## src/rtl/core/ldes_pkg.sv

```systemverilog
`timescale 1ns / 1ps
`default_nettype none

package ldes_pkg;

  localparam int unsigned CRED_W  = 32;
  localparam int unsigned TIME_W  = 63;
  localparam int unsigned ID_W    = 32;
  localparam int unsigned CFG_W   = 32;
  localparam int unsigned CFG_IDX_W = 1;

  localparam logic [CFG_IDX_W-1:0] REG_INELIGIBLE_CRED = 1'd0;
  localparam logic [CFG_IDX_W-1:0] REG_INVALID_ID      = 1'd1;

  localparam logic [CRED_W-1:0] INELIGIBLE_CRED_RESET = '0;
  localparam logic [ID_W-1:0]   INVALID_ID_RESET      = '1;

  typedef struct packed {
    logic [CRED_W-1:0] credential;
    logic [TIME_W-1:0] boot_time;
    logic [ID_W-1:0]   id;
  } member_t;

  typedef struct packed {
    logic [ID_W-1:0] leader_id;
    logic [ID_W-1:0] deputy_id;
    logic            leader_found;
    logic            deputy_found;
  } result_t;

  // True when member a outranks member b: higher credential, or an equal
  // credential with an earlier boot time.
  function automatic logic outranks(member_t a, member_t b);
    outranks = (a.credential > b.credential) ||
               ((a.credential == b.credential) && (a.boot_time < b.boot_time));
  endfunction

endpackage

`default_nettype wire

```

## src/rtl/core/leader_deputy_election_select_unit.sv

```systemverilog
`timescale 1ns / 1ps
`default_nettype none

// Picks a leader and a deputy from a list of cluster members, one member per
// item, and delivers one result item after the item that carries the last
// member mark. A member item is accepted in every cycle while input ready
// is high; the running leader and deputy registers are updated by a few
// compares in the same cycle, and the result is registered into the output
// buffer when the last member is accepted. A two-entry output buffer lets
// member items keep flowing while a result waits to be taken; input ready
// drops only when both entries hold results. Configuration writes take
// effect on the next cycle and must be made while the block is idle.
module leader_deputy_election_select_unit
  import ldes_pkg::*;
(
  input  wire logic                 clk,
  input  wire logic                 rst,

  input  wire logic                 cfg_we,
  input  wire logic [CFG_IDX_W-1:0] cfg_index,
  input  wire logic [CFG_W-1:0]     cfg_data,

  input  wire logic                 in_valid,
  output logic                      in_ready,
  input  wire logic [CRED_W-1:0]    credential,
  input  wire logic [TIME_W-1:0]    boot_time,
  input  wire logic [ID_W-1:0]      member_id,
  input  wire logic                 last_member,
  input  wire logic                 change_kind_ok,

  output logic                      out_valid,
  input  wire logic                 out_ready,
  output logic [ID_W-1:0]           leader_id,
  output logic [ID_W-1:0]           deputy_id,
  output logic                      leader_found,
  output logic                      deputy_found
);

  logic [CRED_W-1:0] ineligible_cred;
  logic [ID_W-1:0]   invalid_id;

  logic    have_leader;
  logic    have_deputy;
  member_t best;
  member_t second;

  logic    have_leader_next;
  logic    have_deputy_next;
  member_t best_next;
  member_t second_next;

  member_t cand;
  logic    eligible;
  logic    accept;
  logic    push;
  logic    pop;
  result_t result_next;

  result_t out_data;
  result_t skid_data;
  logic    skid_valid;

  assign in_ready = !skid_valid;
  assign accept   = in_valid && in_ready;
  assign push     = accept && last_member;
  assign pop      = out_valid && out_ready;

  assign cand.credential = credential;
  assign cand.boot_time  = boot_time;
  assign cand.id         = member_id;
  assign eligible        = (credential != ineligible_cred);

  always_comb begin
    have_leader_next = have_leader;
    have_deputy_next = have_deputy;
    best_next        = best;
    second_next      = second;
    if (eligible) begin
      if (!have_leader) begin
        best_next        = cand;
        have_leader_next = 1'b1;
      end else if (!have_deputy) begin
        have_deputy_next = 1'b1;
        if (outranks(cand, best)) begin
          second_next = best;
          best_next   = cand;
        end else begin
          second_next = cand;
        end
      end else if (outranks(cand, best)) begin
        second_next = best;
        best_next   = cand;
      end else if ((cand.credential < best.credential) &&
                   (cand.credential > second.credential)) begin
        second_next = cand;
      end
    end
  end

  always_comb begin
    if (change_kind_ok && have_leader_next) begin
      result_next.leader_id    = best_next.id;
      result_next.leader_found = 1'b1;
    end else begin
      result_next.leader_id    = invalid_id;
      result_next.leader_found = 1'b0;
    end
    if (change_kind_ok && have_deputy_next) begin
      result_next.deputy_id    = second_next.id;
      result_next.deputy_found = 1'b1;
    end else begin
      result_next.deputy_id    = invalid_id;
      result_next.deputy_found = 1'b0;
    end
  end

  always_ff @(posedge clk) begin
    if (rst) begin
      ineligible_cred <= INELIGIBLE_CRED_RESET;
      invalid_id      <= INVALID_ID_RESET;
    end else if (cfg_we) begin
      case (cfg_index)
        REG_INELIGIBLE_CRED: ineligible_cred <= cfg_data[CRED_W-1:0];
        REG_INVALID_ID:      invalid_id      <= cfg_data[ID_W-1:0];
        default: ;
      endcase
    end
  end

  // The running leader and deputy are cleared after each last member.
  always_ff @(posedge clk) begin
    if (rst) begin
      have_leader <= 1'b0;
      have_deputy <= 1'b0;
    end else if (accept) begin
      have_leader <= have_leader_next && !last_member;
      have_deputy <= have_deputy_next && !last_member;
    end
  end

  always_ff @(posedge clk) begin
    if (accept) begin
      best   <= best_next;
      second <= second_next;
    end
  end

  always_ff @(posedge clk) begin
    if (rst) begin
      out_valid  <= 1'b0;
      skid_valid <= 1'b0;
    end else if (pop) begin
      if (skid_valid) begin
        out_data   <= skid_data;
        skid_valid <= 1'b0;
      end else if (push) begin
        out_data <= result_next;
      end else begin
        out_valid <= 1'b0;
      end
    end else if (push) begin
      if (!out_valid) begin
        out_data  <= result_next;
        out_valid <= 1'b1;
      end else begin
        skid_data  <= result_next;
        skid_valid <= 1'b1;
      end
    end
  end

  assign leader_id    = out_data.leader_id;
  assign deputy_id    = out_data.deputy_id;
  assign leader_found = out_data.leader_found;
  assign deputy_found = out_data.deputy_found;

endmodule

`default_nettype wire
```

## config.mk

```make
export PLATFORM = sky130hd
export DESIGN_NAME = leader_deputy_election_select_unit
export DESIGN_NICKNAME = d
export VERILOG_FILES = /design/src/rtl/core/ldes_pkg.sv /design/src/rtl/core/leader_deputy_election_select_unit.sv
export SDC_FILE = /design/constraint.sdc
export NUM_CORES = 1
export LEC_CHECK = 0
export BUFFER_PORTS_ARGS = -buffer_cell sky130_fd_sc_hd__clkbuf_2
export CAP_MARGIN = 0
export CORE_ASPECT_RATIO = 1.75
export CORE_MARGIN = 2
export CORE_UTILIZATION = 64
export DETAILED_ROUTE_END_ITERATION = 7
export MAX_ROUTING_LAYER = met4
export PLACE_DENSITY = 0.86
export SYNTH_ARGS = -nofsm -noshare
export SYNTH_HDL_FRONTEND = slang
export SYNTH_SLANG_ARGS = --single-unit
```

## constraint.sdc

```tcl
create_clock -name clk -period 21.5 [get_ports clk]
set_input_delay 4.3 -clock clk [delete_from_list [all_inputs] [get_ports clk]]
set_output_delay 4.3 -clock clk [all_outputs]
set_load 0.005 [all_outputs]
```

==> flow_summary.ini <==
[run_status]
status = completed

[yosys]
synth-edff-count = 323
yosysSeqAreaShare_pct = 54.7
yosys.area.top_type = edfxtp_1
async_reset_ff_share_pct = 0
yosysWarningCount = 0
syn-num-nets = 2180
syn_area_um2 = 20200
ys_ff_latch = 391
synth_cells = 1887
syn_area_per_cell_um2 = 10.7
synth_top_cell_area_share_pct = 48.0
synth_flop_cell = edfxtp_1
synth_cell_type_count = 53
ys_top_cells_by_area = edfxtp_1 48%, ha_1 7.8%, dfxtp_1 6.7%

[run]
max-cap-violations = 0

[die]
initial_utilization_pct = 64.6
die_h_um = 239
io_pins = 235
die_w_um = 138
rows = 86
coreArea_um2 = 31300
die-area_um2 = 33100

[timing]
clock-skew-final_ns = 0.0180
fin_tns_setup_ns = 0
tightest_slew_ns = 1.26
max_slew_margin_pct = 16.3
finalHoldViolCount = 0
max_freq_ghz = 0.124
rsz0062_at_grt = no
setup-violations-final = 0
period_share_pct = 37.6
final.min_clock_period_ns = 8.09
drv_slew = 0

[final_layout]
num-fill-cells = 2205
mostFrequentLayoutCell = edfxtp_1
fin_util_pct = 73.4
multi_input_area_um2 = 7980
syn_to_final_growth_pct = 13.7
seq_area_um2 = 11100
final_cell_mix = 323 x edfxtp_1, 234 x clkbuf_2, 230 x inv_1
nets = 2377
drive_gt1_share_pct = 18.9

[worst_setup_path]
reg2reg_from = best[106]
path_buf_inv = 3
path_delay_family = simple AND/OR/NAND/NOR gates
end_kind = flip-flop
cpMostUsedCell = buf_4
path_cells = clkbuf_2 -> ha_1 -> nand4_1 -> nor4_1 -> nand3_1 -> a2111oi_2 -> o21ai_2 -> o21ai_4 -> buf_4 -> buf_4 -> nor3_1 -> a211o_1 -> mux2_2
cp_data_required_time_ns = 21.78
r2r_end = skid_data[8]
critPathKind = in -> reg
crit_slowest_cell = nor4_1
crit_arrival_ns = 8.37
rrSetupSlack_ns = 16.94
r2r_cells = 13
start_kind = input pin
cp_max_fo = 35
max_stage_delay_ns = 0.69

[global_route]
grt_max_degree = 96
antenna_found_initial = 3
grt_pass1_vias = 15400
overflow = 0
grt_pass1_wl_um = 81400
grt_util_all_layers_pct = 32.4

[cts]
cts_setup_buffers = 0
clk_pin_slew_worst_paths_ns = 0.07
ctsRootBufferMaster = clkbuf_16
numCtsBuffers = 36
clock-sinks = 391
ctsHoldBuffers = 0
cts_tree = done
clk_latency_ns = 0.53
cts.repair.resized = 0
cts.htree.levels = 2
clock_path_buffers = 3

[detailed_routing]
final_antenna_net_count = 0
drt_wl_total_um = 53100
drc = 0
drt_iter0_drc = 1191
num_vias = 15100
routedWlPerCell_um = 21.2
drtPass1Iterations = 5
viasPerCell = 6.00

[power]
powerDensity_nw_per_um2 = 80.6
ir_worst_vdd_mv = 0.0784
leakage_uw = 0.00994

[min_path]
hold_depth = 2
hold_class = reg -> reg
hold_path.startpoint = ineligible_cred[19]
min_to = ineligible_cred[19]

[place]
hpwlAfterDp_um = 35600
gp_congestion = 0.883
portBuffers = 234
layer usage:
| metal | wire [µm] | track usage (%) | part of all wire [%] | vias to the layer above |
|---|---|---|---|---|
| li1 | - | - | - | 7083 |
| met4 | 2800 | 17.9 | 5.3 | 0 |
| met5 | 0 | - | 0 | - |
| met1 | 19300 | 35.5 | 36 | 7206 |
| met3 | 3410 | 4.97 | 6.4 | 151 |
| met2 | 27600 | 56.5 | 52 | 613 |
power breakdown:
part | leakage (µW) | internal (µW) | switching [µW] | total, µW
clock | 0.000616 | 394 | 289 | 683
combinational | 0.00574 | 105 | 166 | 270
sequential | 0.00359 | 879 | 21.1 | 900
final cells by class:
cell class              count  share of cell area [%]
flip-flops and latches    391                    48.1
multi-input cells        1167                    34.7
repair buffers            256                    5.81
clock buffers              47                    4.55
inverters                 232                    3.79
well taps                 396                    2.15
clock inverters            16                   0.865
diodes                      3                  0.0326
worst register-to-register path: stages, from the launching register on:
cell,delay (ns)
edfxtp_1,0.35
inv_1,0.05
ha_1,0.31
nand4_1,0.20
nor4_1,0.69
nand3_1,0.23
a2111oi_2,0.37
o21ai_2,0.13
o21ai_4,0.20
buf_4,0.47
buf_4,0.55
nor3_1,0.16
a211o_1,0.35
mux2_2,0.27
logic make-up after synthesis:
logic type / count (synthesis) / synth area share (%)
simple gates: 570 / 13.3
flops: 391 / 54.7
compound gates: 375 / 13.2
buf+inv: 329 / 6.29
fa+ha+maj: 126 / 7.80
mux: 64 / 3.37
xor+xnor: 32 / 1.39
metrics by stage:
step | instances | setup slack, ns | cell area [µm²] | total power, µW | hold slack (ns)
after CTS | 2505 | 13.50 | 23000 | 1860 | 0.469
final | 2508 | 13.41 | 23000 | 1850 | 0.467
after detailed placement | 2442 | 12.99 | 21700 | 1180 | 0.460
after global placement | 2442 | 13.17 | 21700 | 1170 | 0.456
after floorplan | 1887 | 10.04 | 20200 | 1090 | 0.449
after global routing | 2508 | 13.32 | 23000 | 1920 | 0.492
flip-flops by register name (all words and copies together) (netlist names):
register	count
best	127
deputy_found	1
ineligible_cred	32
skid_valid	1
leader_found	1
out_valid	1
leader_id	32
have_deputy	1
deputy_id	32
invalid_id	32
have_leader	1
second	64
skid_data	66
Yosys cell counts, drive strengths merged, types with 7 or more instances:
| library cell | count |
|---|---|
| edfxtp | 323 |
| nand4 | 33 |
| nor2b | 99 |
| clkbuf | 81 |
| dfxtp | 68 |
| inv | 231 |
| mux2i | 32 |
| buf | 16 |
| nor2 | 74 |
| a221oi | 38 |
| a211o | 32 |
| a22o | 32 |
| a21oi | 117 |
| a21o | 43 |
| o21ai | 84 |
| ha | 126 |
| nand3 | 79 |
| nor4 | 7 |
| nand2 | 228 |
| nor3 | 39 |
| xnor2 | 32 |
| mux2 | 32 |
worst max path at each step:
| stage | from | to | slack, ns | cells after the start |
|---|---|---|---|---|
| 2_1_floorplan | in_valid | deputy_found | 10.04 | 4 |
| 3_3_place_gp | credential[25] | skid_data[12] | 13.17 | 13 |
| 3_5_place_dp | credential[11] | skid_data[8] | 12.99 | 13 |
| 4_1_cts | credential[11] | skid_data[8] | 13.50 | 13 |
| 5_1_grt | credential[11] | skid_data[8] | 13.32 | 13 |
| 6_report | credential[11] | skid_data[8] | 13.41 | 13 |
Power figures use the tool's default switching activity.
